[config.mk]
export PLATFORM = sky130hd
export DESIGN_NAME = selective_repeat_receiver_unit
export DESIGN_NICKNAME = d
export VERILOG_FILES = /design/src/srr_pkg.sv /design/src/srr_front.sv /design/src/srr_queue.sv /design/src/srr_back.sv /design/src/selective_repeat_receiver_unit.sv
export VERILOG_INCLUDE_DIRS = /design/src /design/src/src
export SDC_FILE = /design/constraint.sdc
export NUM_CORES = 1
export LEC_CHECK = 0
export BUFFER_PORTS_ARGS = -buffer_cell sky130_fd_sc_hd__buf_4
export CORE_ASPECT_RATIO = 1.5
export CORE_MARGIN = 1.5
export CORE_UTILIZATION = 47
export CTS_BUF_LIST = sky130_fd_sc_hd__clkbuf_8
export DETAILED_ROUTE_END_ITERATION = 12
export GPL_TIMING_DRIVEN = 0
export SETUP_SLACK_MARGIN = 0.02
export SYNTH_ARGS = -nofsm -noshare
export SYNTH_HDL_FRONTEND = slang
export SYNTH_SLANG_ARGS = --single-unit
export TNS_END_PERCENT = 20
[constraint.sdc]
create_clock -name clk -period 6.76 [get_ports clk]
set_clock_uncertainty 0.2 [all_clocks]
set_input_delay 0.676 -clock clk [delete_from_list [all_inputs] [get_ports clk]]
set_output_delay 0.676 -clock clk [all_outputs]
set_load 0.05 [all_outputs]
[src/selective_repeat_receiver_unit_assert.svh]
// ----------------------------------------------------------------------------
// Selective-repeat receiver assertion macros
// Shorthand for the concurrent checks at the end of the receiver top level.
// Each macro samples on clk and is disabled while rst is high.
// ----------------------------------------------------------------------------
`ifndef SELECTIVE_REPEAT_RECEIVER_UNIT_ASSERT_SVH
`define SELECTIVE_REPEAT_RECEIVER_UNIT_ASSERT_SVH

// Condition that must hold at every edge out of reset
`define SRR_ASSERT_ALWAYS(label, cond, msg) \
  label: assert property (@(posedge clk) disable iff (rst) (cond)) else $error(msg);

// Same-cycle implication
`define SRR_ASSERT_IMPL(label, ante, cons, msg) \
  label: assert property (@(posedge clk) disable iff (rst) (ante) |-> (cons)) else $error(msg);

`endif

[src/srr_pkg.sv]
// ----------------------------------------------------------------------------
// srr_pkg
// Shared constants, command format and state types of the selective-repeat
// receiver.
// ----------------------------------------------------------------------------
package srr_pkg;

  // Sequence space and payload word
  localparam int SEQ_SPACE    = 8;
  localparam int SEQ_BITS     = $clog2(SEQ_SPACE);
  localparam int PAYLOAD_BITS = 32;

  // Receive window
  localparam int MAX_WINDOW = 4;
  localparam int WIN_BITS   = 3;
  localparam int WIN_CAP    = (SEQ_SPACE / 2 < MAX_WINDOW) ? SEQ_SPACE / 2 : MAX_WINDOW;
  localparam logic [WIN_BITS-1:0] WIN_RESET = WIN_BITS'(4);

  // Held packets released after one direct delivery: 0 .. MAX_WINDOW-1
  localparam int CNT_BITS = $clog2(MAX_WINDOW);

  // Stream beat widths, padded to whole bytes
  localparam int BEAT_BITS  = SEQ_BITS + PAYLOAD_BITS;
  localparam int TDATA_BITS = ((BEAT_BITS + 7) / 8) * 8;

  // Command queue between front and back
  localparam int QUEUE_DEPTH = 2;

  // Result kind codes on the master tuser bit
  localparam logic RES_DELIVER = 1'b0;
  localparam logic RES_ACK     = 1'b1;

  typedef enum logic [1:0] {
    CMD_ACK,      // valid packet, nothing stored: acknowledge only
    CMD_HOLD,     // store payload, then acknowledge
    CMD_DELIVER   // deliver, release held run, then acknowledge
  } cmd_kind_t;

  typedef struct packed {
    cmd_kind_t                  kind;
    logic [SEQ_BITS-1:0]        seq;
    logic [PAYLOAD_BITS-1:0]    payload;
    logic [CNT_BITS-1:0]        rel_count;
  } cmd_t;

  typedef struct packed {
    logic full;
    logic empty;
  } q_status_t;

  typedef enum logic [2:0] {
    BK_IDLE,
    BK_DIRECT,
    BK_READ,
    BK_RELEASE,
    BK_ACK
  } back_state_t;

endpackage

[src/srr_front.sv]
// ----------------------------------------------------------------------------
// srr_front
// Accepts packets, keeps the window state (expected number, held flags) and
// turns every intact packet into one command for the back end.
// ----------------------------------------------------------------------------
module srr_front (
  input  logic                           clk,
  input  logic                           rst,
  input  logic                           cfg_wen,
  input  logic [srr_pkg::WIN_BITS-1:0]   cfg_wdata,
  input  logic                           in_valid,
  output logic                           in_ready,
  input  logic                           checksum_ok,
  input  logic [srr_pkg::SEQ_BITS-1:0]   seq_num,
  input  logic [srr_pkg::PAYLOAD_BITS-1:0] payload_word,
  input  srr_pkg::q_status_t             q_status,
  output logic                           push,
  output srr_pkg::cmd_t                  cmd
);
  import srr_pkg::*;

  logic [WIN_BITS-1:0]  window_size;
  logic [WIN_BITS-1:0]  w_eff;
  logic [SEQ_BITS-1:0]  expected_seq;
  logic [SEQ_BITS-1:0]  expected_seq_next;
  logic [SEQ_SPACE-1:0] held_flags;
  logic [SEQ_SPACE-1:0] held_flags_next;
  logic [SEQ_BITS-1:0]  seq_gap;
  logic [CNT_BITS-1:0]  rel_count;
  logic                 is_deliver;
  logic                 in_window;

  // Window register
  always_ff @(posedge clk) begin
    if (rst) begin
      window_size <= WIN_RESET;
    end else if (cfg_wen) begin
      window_size <= cfg_wdata;
    end
  end

  // Clamp window to 1 .. WIN_CAP
  always_comb begin
    if (window_size == '0) begin
      w_eff = WIN_BITS'(1);
    end else if (window_size > WIN_BITS'(WIN_CAP)) begin
      w_eff = WIN_BITS'(WIN_CAP);
    end else begin
      w_eff = window_size;
    end
  end

  assign in_ready = !q_status.full;
  assign push     = in_valid && in_ready && checksum_ok;

  // Classify and work out the held run behind an in-order packet
  always_comb begin
    logic                run;
    logic [SEQ_BITS-1:0] idx;
    run             = 1'b1;
    idx             = '0;
    rel_count       = '0;
    held_flags_next = held_flags;
    is_deliver      = (seq_num == expected_seq);
    seq_gap         = seq_num - expected_seq;
    in_window       = (int'(seq_gap) < int'(w_eff));

    if (is_deliver) begin
      held_flags_next[seq_num] = 1'b0;
      for (int i = 0; i < MAX_WINDOW - 1; i++) begin
        idx = expected_seq + SEQ_BITS'(i + 1);
        if (run && (i + 1 < int'(w_eff)) && held_flags[idx]) begin
          rel_count            = rel_count + CNT_BITS'(1);
          held_flags_next[idx] = 1'b0;
        end else begin
          run = 1'b0;
        end
      end
      expected_seq_next = expected_seq + SEQ_BITS'(1) + SEQ_BITS'(rel_count);
    end else begin
      expected_seq_next = expected_seq;
      if (in_window) begin
        held_flags_next[seq_num] = 1'b1;
      end
    end
  end

  // Command for the back end
  always_comb begin
    cmd.seq       = seq_num;
    cmd.payload   = payload_word;
    cmd.rel_count = rel_count;
    if (is_deliver) begin
      cmd.kind = CMD_DELIVER;
    end else if (in_window) begin
      cmd.kind = CMD_HOLD;
    end else begin
      cmd.kind = CMD_ACK;
    end
  end

  // Window state
  always_ff @(posedge clk) begin
    if (rst) begin
      expected_seq <= '0;
      held_flags   <= '0;
    end else if (push) begin
      expected_seq <= expected_seq_next;
      held_flags   <= held_flags_next;
    end
  end

endmodule

[src/srr_queue.sv]
// ----------------------------------------------------------------------------
// srr_queue
// Short command FIFO between the front and the back end.
// ----------------------------------------------------------------------------
module srr_queue (
  input  logic               clk,
  input  logic               rst,
  input  logic               push,
  input  srr_pkg::cmd_t      push_cmd,
  input  logic               pop,
  output srr_pkg::cmd_t      head,
  output srr_pkg::q_status_t status
);
  import srr_pkg::*;

  localparam int PTR_BITS = (QUEUE_DEPTH > 1) ? $clog2(QUEUE_DEPTH) : 1;
  localparam int CNT_W    = $clog2(QUEUE_DEPTH + 1);

  cmd_t                entries [QUEUE_DEPTH];
  logic [PTR_BITS-1:0] wr_ptr;
  logic [PTR_BITS-1:0] rd_ptr;
  logic [CNT_W-1:0]    count;

  assign head         = entries[rd_ptr];
  assign status.full  = (count == CNT_W'(QUEUE_DEPTH));
  assign status.empty = (count == '0);

  // Storage
  always_ff @(posedge clk) begin
    if (push) begin
      entries[wr_ptr] <= push_cmd;
    end
  end

  // Pointers and fill level
  always_ff @(posedge clk) begin
    if (rst) begin
      wr_ptr <= '0;
      rd_ptr <= '0;
      count  <= '0;
    end else begin
      if (push) begin
        wr_ptr <= (wr_ptr == PTR_BITS'(QUEUE_DEPTH - 1)) ? '0 : wr_ptr + PTR_BITS'(1);
      end
      if (pop) begin
        rd_ptr <= (rd_ptr == PTR_BITS'(QUEUE_DEPTH - 1)) ? '0 : rd_ptr + PTR_BITS'(1);
      end
      if (push && !pop) begin
        count <= count + CNT_W'(1);
      end else if (pop && !push) begin
        count <= count - CNT_W'(1);
      end
    end
  end

endmodule

[src/srr_back.sv]
// ----------------------------------------------------------------------------
// srr_back
// Carries out commands: owns the held-payload store, emits deliveries,
// releases held packets one by one and closes each packet with its ACK.
// ----------------------------------------------------------------------------
module srr_back (
  input  logic                             clk,
  input  logic                             rst,
  input  srr_pkg::q_status_t               q_status,
  input  srr_pkg::cmd_t                    head,
  output logic                             pop,
  output logic                             out_valid,
  input  logic                             out_ready,
  output logic                             out_kind,
  output logic [srr_pkg::SEQ_BITS-1:0]     out_number,
  output logic [srr_pkg::PAYLOAD_BITS-1:0] out_data_word,
  output logic                             out_last
);
  import srr_pkg::*;

  back_state_t             state;
  back_state_t             state_next;
  cmd_t                    cur;
  logic [SEQ_BITS-1:0]     rel_ptr;
  logic [CNT_BITS-1:0]     rel_left;
  logic [PAYLOAD_BITS-1:0] rd_data;
  logic [PAYLOAD_BITS-1:0] mem [SEQ_SPACE];
  logic                    out_free;
  logic                    load_out;
  logic                    rel_step;
  logic                    res_kind;
  logic [SEQ_BITS-1:0]     res_number;
  logic [PAYLOAD_BITS-1:0] res_data;
  logic                    res_last;

  assign out_free = !out_valid || out_ready;

  // Next state
  always_comb begin
    state_next = state;
    unique case (state)
      BK_IDLE: begin
        if (!q_status.empty) begin
          state_next = (head.kind == CMD_DELIVER) ? BK_DIRECT : BK_ACK;
        end
      end
      BK_DIRECT: begin
        if (out_free) begin
          state_next = (cur.rel_count != '0) ? BK_READ : BK_ACK;
        end
      end
      BK_READ: begin
        state_next = BK_RELEASE;
      end
      BK_RELEASE: begin
        if (out_free) begin
          state_next = (rel_left == CNT_BITS'(1)) ? BK_ACK : BK_READ;
        end
      end
      BK_ACK: begin
        if (out_free) begin
          state_next = BK_IDLE;
        end
      end
      default: begin
        state_next = BK_IDLE;
      end
    endcase
  end

  // Outputs of the sequencer
  always_comb begin
    pop        = 1'b0;
    load_out   = 1'b0;
    rel_step   = 1'b0;
    res_kind   = RES_DELIVER;
    res_number = cur.seq;
    res_data   = cur.payload;
    res_last   = 1'b0;
    unique case (state)
      BK_IDLE: begin
        pop = !q_status.empty;
      end
      BK_DIRECT: begin
        load_out = out_free;
      end
      BK_READ: begin
      end
      BK_RELEASE: begin
        load_out   = out_free;
        rel_step   = out_free;
        res_number = rel_ptr;
        res_data   = rd_data;
      end
      BK_ACK: begin
        load_out = out_free;
        res_kind = RES_ACK;
        res_data = '0;
        res_last = 1'b1;
      end
      default: begin
      end
    endcase
  end

  always_ff @(posedge clk) begin
    if (rst) begin
      state <= BK_IDLE;
    end else begin
      state <= state_next;
    end
  end

  // Current command and release walk
  always_ff @(posedge clk) begin
    if (pop) begin
      cur      <= head;
      rel_ptr  <= head.seq + SEQ_BITS'(1);
      rel_left <= head.rel_count;
    end else if (rel_step) begin
      rel_ptr  <= rel_ptr + SEQ_BITS'(1);
      rel_left <= rel_left - CNT_BITS'(1);
    end
  end

  // Held-payload store, registered read
  always_ff @(posedge clk) begin
    if (pop && head.kind == CMD_HOLD) begin
      mem[head.seq] <= head.payload;
    end
    rd_data <= mem[rel_ptr];
  end

  // Output register
  always_ff @(posedge clk) begin
    if (rst) begin
      out_valid <= 1'b0;
    end else if (load_out) begin
      out_valid <= 1'b1;
    end else if (out_ready) begin
      out_valid <= 1'b0;
    end
  end

  always_ff @(posedge clk) begin
    if (load_out) begin
      out_kind      <= res_kind;
      out_number    <= res_number;
      out_data_word <= res_data;
      out_last      <= res_last;
    end
  end

endmodule

[src/selective_repeat_receiver_unit.sv]
// ----------------------------------------------------------------------------
// Selective-repeat ARQ receiver
// Packets in on the slave stream, deliveries and ACKs out on the master stream.
// ----------------------------------------------------------------------------
// A packet is taken whenever the two-entry command queue has room; a corrupt
// packet ends there. For a packet that is held or lies outside the window the
// back end pops the queue and sends the ACK; for an in-order packet that
// releases r held packets it pops, sends the direct delivery, does one store
// read plus one beat per release, then sends the ACK; each beat waits on
// back-pressure. The steps are set by the back end sequencer and the single
// registered read port of the held-payload store. The store needs no clearing
// after reset; a packet is released only while its held flag is set.
`include "selective_repeat_receiver_unit_assert.svh"

module selective_repeat_receiver_unit (
  input  logic                             clk,
  input  logic                             rst,
  input  logic                             cfg_wen,
  input  logic [srr_pkg::WIN_BITS-1:0]     cfg_wdata,      // window_size
  input  logic                             s_axis_tvalid,
  output logic                             s_axis_tready,
  input  logic [srr_pkg::TDATA_BITS-1:0]   s_axis_tdata,   // seq_num, payload_word, pad
  input  logic                             s_axis_tuser,   // checksum_ok
  output logic                             m_axis_tvalid,
  input  logic                             m_axis_tready,
  output logic [srr_pkg::TDATA_BITS-1:0]   m_axis_tdata,   // number, data_word, pad
  output logic                             m_axis_tuser,   // kind
  output logic                             m_axis_tlast    // last
);
  import srr_pkg::*;

  cmd_t                    q_push_cmd;
  cmd_t                    q_head;
  q_status_t               q_status;
  logic                    q_push;
  logic                    q_pop;
  logic [SEQ_BITS-1:0]     out_number;
  logic [PAYLOAD_BITS-1:0] out_data_word;

  srr_front u_front (
    .clk          (clk),
    .rst          (rst),
    .cfg_wen      (cfg_wen),
    .cfg_wdata    (cfg_wdata),
    .in_valid     (s_axis_tvalid),
    .in_ready     (s_axis_tready),
    .checksum_ok  (s_axis_tuser),
    .seq_num      (s_axis_tdata[SEQ_BITS-1:0]),
    .payload_word (s_axis_tdata[BEAT_BITS-1:SEQ_BITS]),
    .q_status     (q_status),
    .push         (q_push),
    .cmd          (q_push_cmd)
  );

  srr_queue u_queue (
    .clk      (clk),
    .rst      (rst),
    .push     (q_push),
    .push_cmd (q_push_cmd),
    .pop      (q_pop),
    .head     (q_head),
    .status   (q_status)
  );

  srr_back u_back (
    .clk           (clk),
    .rst           (rst),
    .q_status      (q_status),
    .head          (q_head),
    .pop           (q_pop),
    .out_valid     (m_axis_tvalid),
    .out_ready     (m_axis_tready),
    .out_kind      (m_axis_tuser),
    .out_number    (out_number),
    .out_data_word (out_data_word),
    .out_last      (m_axis_tlast)
  );

  // Pack master beat
  assign m_axis_tdata = TDATA_BITS'({out_data_word, out_number});

  // Checks
  `SRR_ASSERT_IMPL(a_no_push_when_full, q_status.full, !q_push, "command pushed into full queue")
  `SRR_ASSERT_IMPL(a_pop_needs_entry, q_pop, !q_status.empty, "pop from empty queue")
  `SRR_ASSERT_IMPL(a_ack_closes_packet, m_axis_tvalid, m_axis_tuser == m_axis_tlast, "last beat is not the ACK")
  `SRR_ASSERT_IMPL(a_ack_no_data, m_axis_tvalid && m_axis_tuser, out_data_word == '0, "ACK beat carries data")

endmodule

## Word level (Yosys, flattened, before mapping)

Memory sizes are Yosys's and may differ from the RTL's. A register that Yosys moved wholly into a read port is not among the register bits.
Cells that the tools add are included.

- Register bits after elaboration: 100
- Latch bits: 0
- Bits in writable memories: 334
- Memory bits (read-only): 0
- Input port bits: 49
- Logic and storage cells: 165
- Memories: 2

- Add/sub/neg operators: 14
- Multiply operators: 0
- Div/mod/pow operators: 0
- Order comparisons: 13
- Eq/ne operators: 13
- Shifts and indexed selects: 0
- Mux-type cells: 66
- Bitwise operators: 9
- Reductions and logical operators: 32

Memory list:

| name | depth | bits a word | read ports | clocked after Yosys merged registers in | wr ports | RTL line | text |
|---|---|---|---|---|---|---|---|
| u_back.mem | 8 | 32 | 1 | 1 | 1 | srr_back.sv:27 | `logic [PAYLOAD_BITS-1:0] mem [SEQ_SPACE];` |
| u_queue.entries | 2 | 39 | 1 | 1 | 1 | srr_queue.sv:19 | `cmd_t entries [QUEUE_DEPTH];` |

Operator list:

| operator | number |
|---|---|
| 32-bit case mux with 2 select lines | 1 |
| 8-bit two-way mux | 7 |
| 3-bit two-way mux | 12 |
| 8-bit bitwise AND | 4 |
| 8-bit NOT | 4 |
| 1-bit two-way mux | 27 |
| 2-bit two-way mux | 11 |
| 3-bit by 4-bit less-than comparator with 1-bit output (second input constant) | 4 |
| 3-bit case mux with 5 select lines | 1 |
| 1-bit logical AND | 14 |
| 1-bit demux with 3-bit select | 4 |
| 3-bit by 1-bit >= comparator with 1-bit output (second input constant) | 4 |
| 2-bit nonzero test | 5 |
| 3-bit by 1-bit adder with 3-bit output (second input constant) | 3 |
| 1-bit binary-select mux with 3-bit select | 3 |
| 8-bit OR | 1 |
| 2-bit by 1-bit adder with 2-bit output (second input constant) | 3 |
| 3-bit by 2-bit adder with 3-bit output (second input constant) | 2 |
| 3-bit by 2-bit == test with 1-bit output (second input constant) | 2 |
| 3-bit zero test | 2 |
| 2-bit by 3-bit less-than comparator with 1-bit output (first input constant) | 2 |
| 2-bit by 1-bit inequality test with 1-bit output (second input constant) | 3 |
| 1-bit zero test | 5 |
| 2-bit by 1-bit == test with 1-bit output (second input constant) | 2 |
| 17 further kinds | 21 |

## Depth between registers and ports, before layout

Gate-level depths: netlist of the first run.

- Word-level depth: 16
- Mapped depth: 19
- Depth with buffers taken out: 16

## Modules after synthesis

A second synthesis of the first run with hierarchy kept.

- Cell total of the unflattened synthesis: 960
- Area total of the unflattened synthesis: 18217.5 um2

By module, submodules not included:

| module | times used | cells each | area an instance (um2) | seq. area each (um2) |
|---|---|---|---|---|
| srr_back | 1 | 590 | 13362.8 | 10750.3 |
| srr_queue | 1 | 143 | 3017.9 | 2442.3 |
| srr_front | 1 | 221 | 1795.5 | 280.3 |
| selective_repeat_receiver_unit | 1 | 6 | 41.3 | 0.0 |

## Worst setup path after synthesis of the first run

Ideal clock, no wire load.

- Path kind: reg-to-reg
- Start: reg u_front.expected_seq[0]
- End: reg u_front.expected_seq[2]
- Library setup time: 0.128 ns
- Arrival: 3.612 ns
- Required time: 6.432 ns
- Slack: 2.821 ns
- Cell stages (with the launch flop): 20
- Clock period less this slack: 3.939 ns
- Cells stage by stage: dfxtp_1 -> buf_4 -> clkbuf_1 -> inv_1 -> ha_1 -> clkbuf_1 -> nand3_1 -> nand4_1 -> buf_2 -> a221oi_1 -> ha_1 -> nand2_1 -> nor2_2 -> xor2_2 -> ha_1 -> fa_1 -> xnor2_1 -> nor3_1 -> xnor2_1 -> nor2_1

- Cells in the longest elaborated chain, start to end: 15

RTL lines:

| item | RTL line | text |
|---|---|---|
| from (decl) | srr_front.sv:24 | `logic [SEQ_BITS-1:0] expected_seq;` |
| from (signal assigned) | srr_front.sv:108 | `expected_seq <= expected_seq_next;` |
| branches (longest 15 deep; another with 3-bit by 1-bit adder with 3-bit output) | - |  |

Several ways; the timed one is not identified. The select of a mux whose other input is x is not followed.
A chain may end at the register's enable or synchronous reset.

## Worst setup path after layout of the first run

Ends and elaborated chain as after synthesis.

==> results by group, run 1 <==
Status
  • Outcome: finished, final reports clean

Timing
  • Final hold violations: 0
  • Pins Over Slew Limit: 0
  • Setup tns final: 0 ps
  • Slew @ Worst Pin: ~1200 ps
  • Count of final setup violators: 0
  • Final Cycle Share: 74.18%
  • Max Clock Freq: 199.4 MHz
  • Period minus WS final: ~5000 ps
  • Worst hold margin: 54.00 ps
  • Unrepaired setup endpoints after global routing: false
  • Rel. slew slack: between 20 and 25%

Clocking
  • CTS buffer count: between 60 and 70
  • Cts repair resizes: 0
  • Setup bufs post-CTS: 0
  • Root buffer cell: clkbuf_8
  • CTS Buffer Depth: 3
  • Clock Pin Slew Worst Setup and Hold Paths: 60 ps
  • Hold buffers post-CTS: 0
  • Htree depth: 3
  • CTS sink count: 467
  • CTS tree: built
  • Clock latency at the later pin of the worst-skew pair: ~600 ps

Job
  • Max-Cap Viols: 0

Worst setup path
  • Crit start category: flip-flop
  • Crit. End Element: flip-flop
  • CP required: around 7000 ps
  • CP arrival: 5290 ps
  • Critical path capture point: u_front.expected_seq[2]$_SDFFE_PP0P_
  • Reg2reg start: u_front.expected_seq[0]$_SDFFE_PP0P_
  • Worst Reg-to-Reg Cells: 19
  • Worst r2r dst: u_front.expected_seq[2]$_SDFFE_PP0P_
  • Critical path class: flip-flop to flip-flop
  • Crit path from: u_front.expected_seq[0]$_SDFFE_PP0P_
  • Worst-path fanout max: 10
  • Worst reg2reg setup slack: 1750 ps

Synth
  • Synthesized area: around 0.018 mm2
  • Seq/Total Area, Yosys: 75.36%
  • Mean post-synth cell area: 19.04 um2
  • Main synth FF type: edfxtp_1
  • Number of synthesized flops with an enable pin: just over 400
  • Syn Inst Count: 939
  • Yosys Warn Count: 0
  • Asr flop ratio synth: 0%
  • Synth Register Bits: around 470
  • Number of library cell types mapped by synthesis: 58

GRT
  • Grt total ovfl: 0
  • Vias in the first global route: 9656
  • First-pass GRT wire length: 58980 um
  • Total GRT Usage: 20.83%
  • Largest net degree at the start of global routing: 30
  • Initial antenna violation count: 0

Die
  • Full die area: approximately 0.04 mm2
  • Die height: 241.9 um
  • Core box area: about 0.038 mm2
  • Die width: 162.2 um
  • IO Pins: 93
  • Row count: between 80 and 90
  • Initial Util: ~48%

Worst hold path
  • Hold Path Class: primary input to flip-flop

Final layout
  • N_diodes: 0
  • Area Growth Syn to Fin: 16.01%
  • Fin cells: 1647
  • Share of cells above drive strength 1: between 30 and 40%
  • Layout Nets: 1171
  • Final std cell area, no fill: 0.02074 mm2

Detailed routing
  • DRC Markers: 0
  • Vias/cell: between 5 and 6
  • DR pass1 iterations: 5
  • Vias: 9166
  • WL final: 39380 um
  • Post-route ant nets: 0
  • 1st-iter DRT viols: 711
  • Routed WL per cell: roughly 24 um

Power and ir drop
  • Leakage: 7.028 nW
  • Worst VDD drop: 0.2091 mV
  • Power per cell area: 405.2 mW/mm2

Placement
  • Final RePlAce weighted congestion: 0.8921
  • Placed cell area: between 0.015 and 0.02 mm2
  • Dpl cells: 1525
  • Post-DP HPWL: ~25000 um
  • Port buffer count: around 80
metrics by stage:
step | power [mW] | util (%) | setup slack (ps)
floorplan | 5.567 | - | 2821
detailed placement | 6.375 | 51.81 | 1778
CTS | 8.512 | 55.22 | 1761
global placement | 6.287 | 50.89 | 1562
global route | 8.790 | 55.22 | 1408
finish | 8.403 | 55.22 | 1745
critical path: stages (launching register included):
cell      delay [ps]
dfxtp_1          410
buf_4            190
clkbuf_1         440
inv_1            260
ha_1             500
clkbuf_1         390
nand3_1          130
nand4_1          160
buf_2            260
nor2_1            80
ha_1             270
nand2_1          250
nor2_2            80
xor2_2           170
ha_1             200
fa_1             370
xnor2_1          140
nor3_1           180
xnor2_1          150
nor2_1            50
layer usage:
| metal | wire (um) | vias to the layer above | global-route usage (%) |
|---|---|---|---|
| li1 | - | 4086 | - |
| met1 | 15340 | 4695 | 25.19 |
| met2 | 20710 | 281 | 36.36 |
| met3 | 1996 | 104 | 3.825 |
| met4 | 1333 | 0 | 8.824 |
| met5 | 0 | - | 0 |
kinds of logic after synthesis:
family / after synthesis / share of synthesized area (%)
AND/OR/NAND/NOR: 130 / 3.549
other: 1 / 0.02098
buffers and inverters: 68 / 1.708
multiplexers: 147 / 13.41
flip-flops: 467 / 75.36
AO/OA/AOI/OAI: 96 / 3.829
adder cells (fa/ha/maj): 16 / 1.204
XOR/XNOR: 14 / 0.9169
synth_stat cells (3+ instances only):
master | number | area [um2]
edfxtp_1 | 412 | 12370
mux2_2 | 70 | 788.3
mux4_2 | 67 | 1509
dfxtp_1 | 55 | 1101
nor2_1 | 41 | 153.9
a22o_1 | 32 | 280.3
nand2_1 | 32 | 120.1
clkbuf_1 | 26 | 97.59
a21oi_1 | 19 | 95.09
inv_1 | 18 | 67.56
o21ai_0 | 16 | 80.08
ha_1 | 14 | 175.2
buf_2 | 13 | 65.06
mux2i_1 | 10 | 100.1
nor4_1 | 10 | 62.56
nor3_1 | 9 | 45.04
buf_4 | 7 | 52.55
xnor2_1 | 7 | 61.31
nand2b_1 | 6 | 37.54
nand3_1 | 6 | 30.03
and2_1 | 5 | 31.28
o31ai_1 | 5 | 37.54
a31oi_1 | 4 | 25.02
nor2b_1 | 4 | 25.02
a221oi_1 | 3 | 26.28
nand4_1 | 3 | 18.77
nor3b_1 | 3 | 22.52
nor4b_1 | 3 | 26.28
xor2_1 | 3 | 26.28
area by class of cell:
type	count	area (um2)
Inverter	19	71.32
Tap cell	489	611.8
Timing Repair Buffer	93	878.3
Sequential cell	467	13470
Buffer	49	234.0
Fill cell	2974	16820
Clock inverter	47	247.7
Multi-Input combinational cell	408	4190
Clock buffer	75	1032
where the power goes:
part | leakage, nW | total, mW | internal, mW | switching, mW
combinational | 2.09 | 2.35 | 0.928 | 1.42
sequential | 4.21 | 3.92 | 3.79 | 0.127
clock | 0.728 | 2.13 | 1.10 | 1.04
total | 7.03 | 8.40 | 5.82 | 2.58
flip-flops by register name, indices dropped and copies added, names as in the netlist, 2 cells and up, named ones only:
| register | cells |
|---|---|
| u_back.rel_left | 2 |
| u_front.held_flags | 8 |
| u_queue.entries | 78 |
| u_queue.count | 2 |
| u_back.state | 3 |
| u_back.mem | 256 |
| u_back.out_data_word | 32 |
| u_back.cur | 37 |
| u_front.expected_seq | 3 |
| u_back.out_number | 3 |
| u_back.rel_ptr | 3 |
| u_back.rd_data | 32 |
| u_front.window_size | 3 |
cell usage in the layout, fill, tap and decap left out, types with 3 or more instances in the layout:
cell type,netlist,layout
a221oi_1,3,3
edfxtp_1,412,412
mux2i_1,10,10
nor3_1,9,9
xnor2_1,7,7
mux2_2,70,70
o31ai_1,5,5
nand3_1,6,6
xor2_1,3,3
a22o_1,32,32
nor4b_1,3,3
nor2b_1,4,4
buf_16,0,4
a21oi_1,19,19
mux4_2,67,67
nand2b_1,6,6
clkbuf_1,26,26
nand4_1,3,3
buf_12,0,8
buf_4,7,88
a31oi_1,4,4
clkinv_2,0,9
clkbuf_8,0,75
inv_1,18,36
conb_1,1,5
nand2_1,32,32
nor2_1,41,31
nor4_1,10,10
buf_2,13,13
o21ai_0,16,16
ha_1,14,14
and2_1,5,4
nor3b_1,3,3
nor2_4,0,10
dfxtp_1,55,55
clkinv_1,0,15
worst min path at each step:
| stage | start | end | slack [ps] | cells after the start |
|---|---|---|---|---|
| after floorplan | u_queue.count[1]$_SDFFE_PP0P_ | u_queue.count[1]$_SDFFE_PP0P_ | 270 | 2 |
| after global placement | u_queue.count[1]$_SDFFE_PP0P_ | u_queue.count[1]$_SDFFE_PP0P_ | 290 | 2 |
| after detailed placement | u_queue.rd_ptr$_SDFFE_PP0P_ | u_queue.rd_ptr$_SDFFE_PP0P_ | 300 | 2 |
| after CTS | s_axis_tdata[31] | u_queue.entries[0][30]$_DFFE_PP_ | 1 | 1 |
| after global routing | s_axis_tdata[17] | u_queue.entries[0][16]$_DFFE_PP_ | 20 | 1 |
| final | s_axis_tdata[31] | u_queue.entries[0][30]$_DFFE_PP_ | 50 | 1 |
Power figures use the tool's default switching activity.
==> run 2: changes to the inputs <==
--- a/config.mk
+++ b/config.mk
@@ -13,6 +13,7 @@
 export CTS_BUF_LIST = sky130_fd_sc_hd__clkbuf_8
 export DETAILED_ROUTE_END_ITERATION = 12
 export GPL_TIMING_DRIVEN = 0
+export PLACE_DENSITY = 0.66
 export SETUP_SLACK_MARGIN = 0.02
 export SYNTH_ARGS = -nofsm -noshare
 export SYNTH_HDL_FRONTEND = slang
==> constraint.sdc (replaced) <==
create_clock -name clk -period 4.2 [get_ports clk]
set_clock_uncertainty 0.2 [all_clocks]
set_input_delay 0.42 -clock clk [delete_from_list [all_inputs] [get_ports clk]]
set_output_delay 0.42 -clock clk [all_outputs]
set_load 0.05 [all_outputs]
==> results by group, run 2 (synthesized netlist as in run 1, its figures left out) <==
Final layout
  • Largest Register: u_back.mem
  • Commonest non-fill, non-tap cells in the layout: edfxtp_1 (412), buf_4 (87), clkbuf_8 (80)
  • Area Growth Syn to Fin: 19.12%
  • Commonest non-fill, non-tap cell in the layout: edfxtp_1
  • Layout Nets: between 1k and 1.5k
  • Share of cells above drive strength 1: 30.90%
  • Final std cell area, no fill: 0.02130 mm2
  • Top flop regs: u_back.mem x256, u_queue.entries x78, u_back.cur x37
  • Max reg flops: about 260
  • # fillers: about 2.9k

Worst setup path
  • Crit. End Element: flip-flop
  • CP required: between 4000 and 5000 ps
  • Crit start category: flip-flop
  • Worst-path fanout max: 14
  • CP arrival: 4270 ps
  • Critical path class: flip-flop to flip-flop

Placement
  • Port buffer count: 81
  • Placed cell area: 0.01945 mm2
  • Post-DP HPWL: 24120 um
  • Final RePlAce weighted congestion: ~0.9
  • Post-Place Setup Slack: -807.5 ps

Status
  • Outcome: finished, final reports clean

Detailed routing
  • 1st-iter DRT viols: 699
  • DRC Markers: 0
  • DR pass1 iterations: 5
  • Top sig layer: met4
  • Routed WL per cell: 22.64 um
  • Met2 WL post-DR: approximately 21000 um
  • Vias/cell: between 5 and 6
  • Routed length on met1: 14760 um
  • Met3 WL: 1936 um
  • WL final: 38350 um
  • Post-route ant nets: 0
  • Vias: 9299

Die
  • Full die area: slightly below 0.04 mm2
  • Die height: 241.9 um
  • IO Pins: 93
  • Row count: 87
  • Initial Util: 47.60%
  • Die width: 162.2 um
  • Core box area: between 0.03 and 0.04 mm2

Timing
  • Period minus WS final: 3997 ps
  • Final WS setup: 203.0 ps
  • Rel. slew slack: 27.42%
  • Slew @ Worst Pin: 1085 ps
  • Setup tns final: 0 ps
  • Final hold violations: 0
  • Pins Over Slew Limit: 0
  • Max Clock Freq: 250.2 MHz
  • Count of final setup violators: 0
  • Final Cycle Share: 95.17%
  • Unrepaired setup endpoints after global routing: false

Power and ir drop
  • Worst VDD drop: 0.3141 mV
  • Pint: between 9 and 10 mW
  • Reg power frac: 46.2%
  • Sw frac: 30.50%
  • Power per cell area: 642.1 mW/mm2
  • Logic pwr share: 27.8%
  • Switching Power: 4.170 mW
  • Clock share of power: 26.0%
  • Leakage: between 7 and 8 nW
  • Total power: ~14 mW

Clocking
  • CTS Buffer Depth: 3
  • Setup bufs post-CTS: 0
  • CTS sink count: 467
  • Clock latency at the later pin of the worst-skew pair: 620 ps
  • Root buffer cell: clkbuf_8
  • CTS buffer count: between 60 and 70
  • CTS tree: built
  • Htree depth: 3
  • Clock Pin Slew Worst Setup and Hold Paths: 60 ps

GRT
  • First-pass GRT wire length: just under 60000 um
  • Grt total ovfl: 0
  • Total GRT Usage: 20.12%
  • Vias in the first global route: 9795
  • Largest net degree at the start of global routing: 28
  • Initial antenna violation count: 1

Worst hold path
  • Hold Path Class: primary input to flip-flop

Job
  • Max-Cap Viols: 0
## run 2: final timing paths
| path | start | to | slack (ps) | cells past startpoint |
|---|---|---|---|---|
| hold reg to reg | u_queue.count[1]$_SDFFE_PP0P_ | u_queue.count[1]$_SDFFE_PP0P_ | 320 | 2 |
| setup / recovery | u_front.expected_seq[0]$_SDFFE_PP0P_ | u_front.expected_seq[2]$_SDFFE_PP0P_ | 200 | 18 |
| setup reg to reg | u_front.expected_seq[0]$_SDFFE_PP0P_ | u_front.expected_seq[2]$_SDFFE_PP0P_ | 200 | 18 |
| hold / removal | s_axis_tvalid | u_queue.wr_ptr$_SDFFE_PP0P_ | 150 | 5 |
## run 2: metal layers
layer  vias to the layer above  GRT usage (%)
met1                      4755          23.93
met3                        76          3.499
met4                         0          8.284
met5                         -              0
met2                       295          35.81
li1                       4173              -
## run 2: worst max-delay path: stages (launching register included)
cell	delay (ps)
dfxtp_2	360
buf_6	180
inv_1	170
ha_4	330
clkbuf_4	210
nand3_1	90
nand4_1	140
clkbuf_4	240
a221oi_2	220
ha_2	260
nand2_2	150
nor2_2	160
xor2_2	90
ha_1	200
fa_1	380
xnor2_1	150
nor3_2	150
xnor2_1	140
nor2_1	50
## run 2: cell type report
class	count	area, um2	share of cell area [%]
Clock buffer	80	1101	5.170
Multi-Input combinational cell	408	4219	19.81
Buffer	48	240.2	1.128
Clock inverter	44	252.7	1.187
Timing Repair Buffer	138	1321	6.204
Sequential cell	467	13480	63.28
Antenna cell	1	2.502	0.01175
Inverter	19	71.32	0.3349
Tap cell	489	611.8	2.873
## run 2: power by group through the flow
| stage | Sequential, mW | Combinational, mW | Clock, mW |
|---|---|---|---|
| 2_1_floorplan | 6.81 | 2.15 | 0 |
| 3_3_place_gp | 6.44 | 3.63 | 0 |
| 3_5_place_dp | 6.42 | 3.82 | 0 |
| 4_1_cts | 6.32 | 3.87 | 3.63 |
| 5_1_grt | 6.37 | 4.06 | 3.82 |
| 6_report | 6.32 | 3.80 | 3.55 |
## run 2: metrics by stage
step                      utilization [%]  hold WS, ps  instances
final                               56.71        145.9       1694
after global routing                56.71        168.7       1694
after CTS                           56.66        110.9       1693
after detailed placement            51.79        308.9       1525
after global placement              50.89        287.6       1513
after floorplan                         -        271.9        943
## run 2: what timing repair did
item                                   4_1_cts  5_1_grt
pin swaps                                    1        1
endpoints found under the hold margin       77        0
hold buffers                                45        0
gates resized for setup                      8        4
setup endpoints to repair                    9        1
==> run 3: changes to the inputs <==
--- a/config.mk
+++ b/config.mk
@@ -13,7 +13,6 @@
 export CTS_BUF_LIST = sky130_fd_sc_hd__clkbuf_8
 export DETAILED_ROUTE_END_ITERATION = 12
 export GPL_TIMING_DRIVEN = 0
-export PLACE_DENSITY = 0.66
 export SETUP_SLACK_MARGIN = 0.02
 export SYNTH_ARGS = -nofsm -noshare
 export SYNTH_HDL_FRONTEND = slang
==> constraint.sdc (replaced) <==
create_clock -name clk -period 4.5 [get_ports clk]
set_clock_uncertainty 0.2 [all_clocks]
set_input_delay 0.45 -clock clk [delete_from_list [all_inputs] [get_ports clk]]
set_output_delay 0.45 -clock clk [all_outputs]
set_load 0.05 [all_outputs]
==> results by group, run 3 (synthesized netlist as in run 1, its figures left out) <==
Die
  • Die width: around 160 um
  • Initial Util: ~48%
  • Die height: 241.9 um
  • Row count: 87
  • Full die area: 0.03924 mm2
  • Core box area: 0.03755 mm2
  • IO Pins: 93

Worst setup path
  • Critical path class: flip-flop to flip-flop
  • Crit path from: u_front.expected_seq[0]$_SDFFE_PP0P_
  • Slowest Stage Delay on Critical Path: ~440 ps
  • Crit. End Element: flip-flop
  • CP max-delay cell: dfxtp_1
  • CP arrival: 4510 ps
  • Crit start category: flip-flop
  • Sequence of cells on the critical path: buf_6, inv_1, ha_2, clkbuf_2, nand3_1, nand4_1, buf_2, a221oi_1, ha_2, nand2_2, nor2_2, xor2_2, ha_1, fa_1, xnor2_1, nor3_2, xnor2_1, nor2_1
  • Worst r2r dst: u_front.expected_seq[2]$_SDFFE_PP0P_
  • CP bufs+invs: 4
  • Worst-path fanout max: 14
  • Delay-heaviest family, CP: adder cells
  • Reg2reg start: u_front.expected_seq[0]$_SDFFE_PP0P_
  • Worst Reg-to-Reg Cells: 18
  • Worst reg2reg setup slack: 260 ps
  • CP required: roughly 4800 ps

GRT
  • Grt total ovfl: 0
  • First-pass GRT wire length: 59570 um
  • Vias in the first global route: 9828
  • Total GRT Usage: 20.99%
  • Largest net degree at the start of global routing: 30
  • Initial antenna violation count: 0

Placement
  • Port buffer count: 81
  • Final RePlAce weighted congestion: 0.8921
  • Placed cell area: 0.01946 mm2
  • Dpl cells: between 1.5k and 2k
  • Post-DP HPWL: 24940 um

Power and ir drop
  • Logic pwr share: 28.2%
  • Switching Power: roughly 4 mW
  • Pint: 8.767 mW
  • Clock share of power: 25.3%
  • Leakage: 7.203 nW
  • Reg power frac: 46.5%
  • Sw frac: 30.82%
  • Total power: about 13 mW
  • Worst VDD drop: 0.3197 mV
  • Power per cell area: 598.3 mW/mm2

Detailed routing
  • Routed WL per cell: 23.55 um
  • Vias/cell: 5.535
  • Vias: 9349
  • DRC Markers: 0
  • WL final: 39780 um
  • 1st-iter DRT viols: 691
  • Post-route ant nets: 0
  • DR pass1 iterations: 5

Final layout
  • Commonest non-fill, non-tap cell in the layout: edfxtp_1
  • Final std cell area, no fill: 0.02118 mm2
  • Share of cells above drive strength 1: 30.33%
  • # fillers: 2951
  • Layout Nets: ~1.2k
  • Area Growth Syn to Fin: 18.50%
  • Commonest non-fill, non-tap cells in the layout: edfxtp_1 (412), buf_4 (87), clkbuf_8 (75)
  • Register Area: 0.01347 mm2
  • Fin cells: 1689
  • Top flop regs: u_back.mem x256, u_queue.entries x78, u_back.cur x37
  • Max reg flops: around 260
  • Multi-input gate area: 0.004203 mm2
  • Largest Register: u_back.mem
  • N_diodes: 0

Clocking
  • Clock Pin Slew Worst Setup and Hold Paths: about 70 ps
  • Htree depth: 3
  • CTS tree: built
  • Root buffer cell: clkbuf_8
  • CTS sink count: 467
  • CTS buffer count: about 70
  • Clock latency at the later pin of the worst-skew pair: between 600 and 700 ps
  • Setup bufs post-CTS: 0
  • CTS Buffer Depth: 3

Worst hold path
  • Min-delay src: rst
  • Worst Hold Path EP: u_front.expected_seq[0]$_SDFFE_PP0P_
  • Worst hold path depth: 2
  • Hold Path Class: primary input to flip-flop

Timing
  • Pins Over Slew Limit: 0
  • Final hold violations: 0
  • Unrepaired setup endpoints after global routing: false
  • Setup tns final: 0 ps
  • Count of final setup violators: 0
  • Slew @ Worst Pin: 1189 ps
  • Max Clock Freq: ~240 MHz
  • Rel. slew slack: 20.45%
  • Final Cycle Share: between 90% and 100%
  • Period minus WS final: 4237 ps

Job
  • Max-Cap Viols: 0

Status
  • Outcome: finished, final reports clean
run 3: cell types whose count changed in the layout (fill, tap and decap cells not counted), sizes merged:
cell	delta
clkinv	+10
inv	-7
buf	+1
dlygate4sd3	-2
clkbuf	-6
diode	-1
run 3: power groups by stage:
| stage | Combinational (mW) | Clock [mW] | Sequential, mW |
|---|---|---|---|
| 6_report | 3.57 | 3.21 | 5.89 |
| 5_1_grt | 3.83 | 3.48 | 5.94 |
| 4_1_cts | 3.64 | 3.29 | 5.89 |
| 3_5_place_dp | 3.60 | 0 | 5.98 |
| 3_3_place_gp | 3.44 | 0 | 6.00 |
| 2_1_floorplan | 2.01 | 0 | 6.35 |
run 3: metal layers:
metal	up-vias	wire, um	track usage (%)
met5	-	0	0
met4	0	1259	7.987
met3	97	1815	4.048
met2	259	21030	36.90
met1	4817	15670	25.41
li1	4176	-	-
run 3: worst max-delay path by stage:
| stage | to | cells after the start |
|---|---|---|
| 2_1_floorplan | u_front.expected_seq[2]$_SDFFE_PP0P_ | 19 |
| 3_5_place_dp | u_front.expected_seq[2]$_SDFFE_PP0P_ | 19 |
| 5_1_grt | u_front.expected_seq[2]$_SDFFE_PP0P_ | 18 |
| 3_3_place_gp | u_back.mem[4][19]$_DFFE_PP_ | 6 |
| 6_report | u_front.expected_seq[2]$_SDFFE_PP0P_ | 18 |
| 4_1_cts | u_front.expected_seq[2]$_SDFFE_PP0P_ | 18 |
run 3: through the flow:
stage	hold slack, ps	util [%]	setup WS, ps
6_report	53.49	56.41	263.2
4_1_cts	22.77	56.37	98.95
2_1_floorplan	271.9	-	560.8
3_3_place_gp	289.5	50.89	-698.2
3_5_place_dp	296.4	51.81	-482.2
5_1_grt	71.96	56.41	33.13
run 3: worst register-to-register path, stage by stage, from the launching register on:
cell	delay [ps]
dfxtp_1	440
buf_6	220
inv_1	140
ha_2	380
clkbuf_2	220
nand3_1	100
nand4_1	140
buf_2	230
a221oi_1	270
ha_2	280
nand2_2	130
nor2_2	170
xor2_2	110
ha_1	200
fa_1	380
xnor2_1	220
nor3_2	60
xnor2_1	170
nor2_1	50
run 3: cell type report:
cell class	count	area share, %
inverter	19	0.3367
timing repair buffer	136	6.178
clock inverter	47	1.169
sequential	467	63.61
tap	489	2.888
buffer	48	1.110
multi-input combinational	408	19.84
clock buffer	75	4.873
run 3: repair_timing:
item,CTS,global route
endpoints found under the setup margin,2,1
pin swaps,0,1
hold endpoints to repair,75,0
hold buffers,43,0
cloned,0,0
resized for setup,2,5
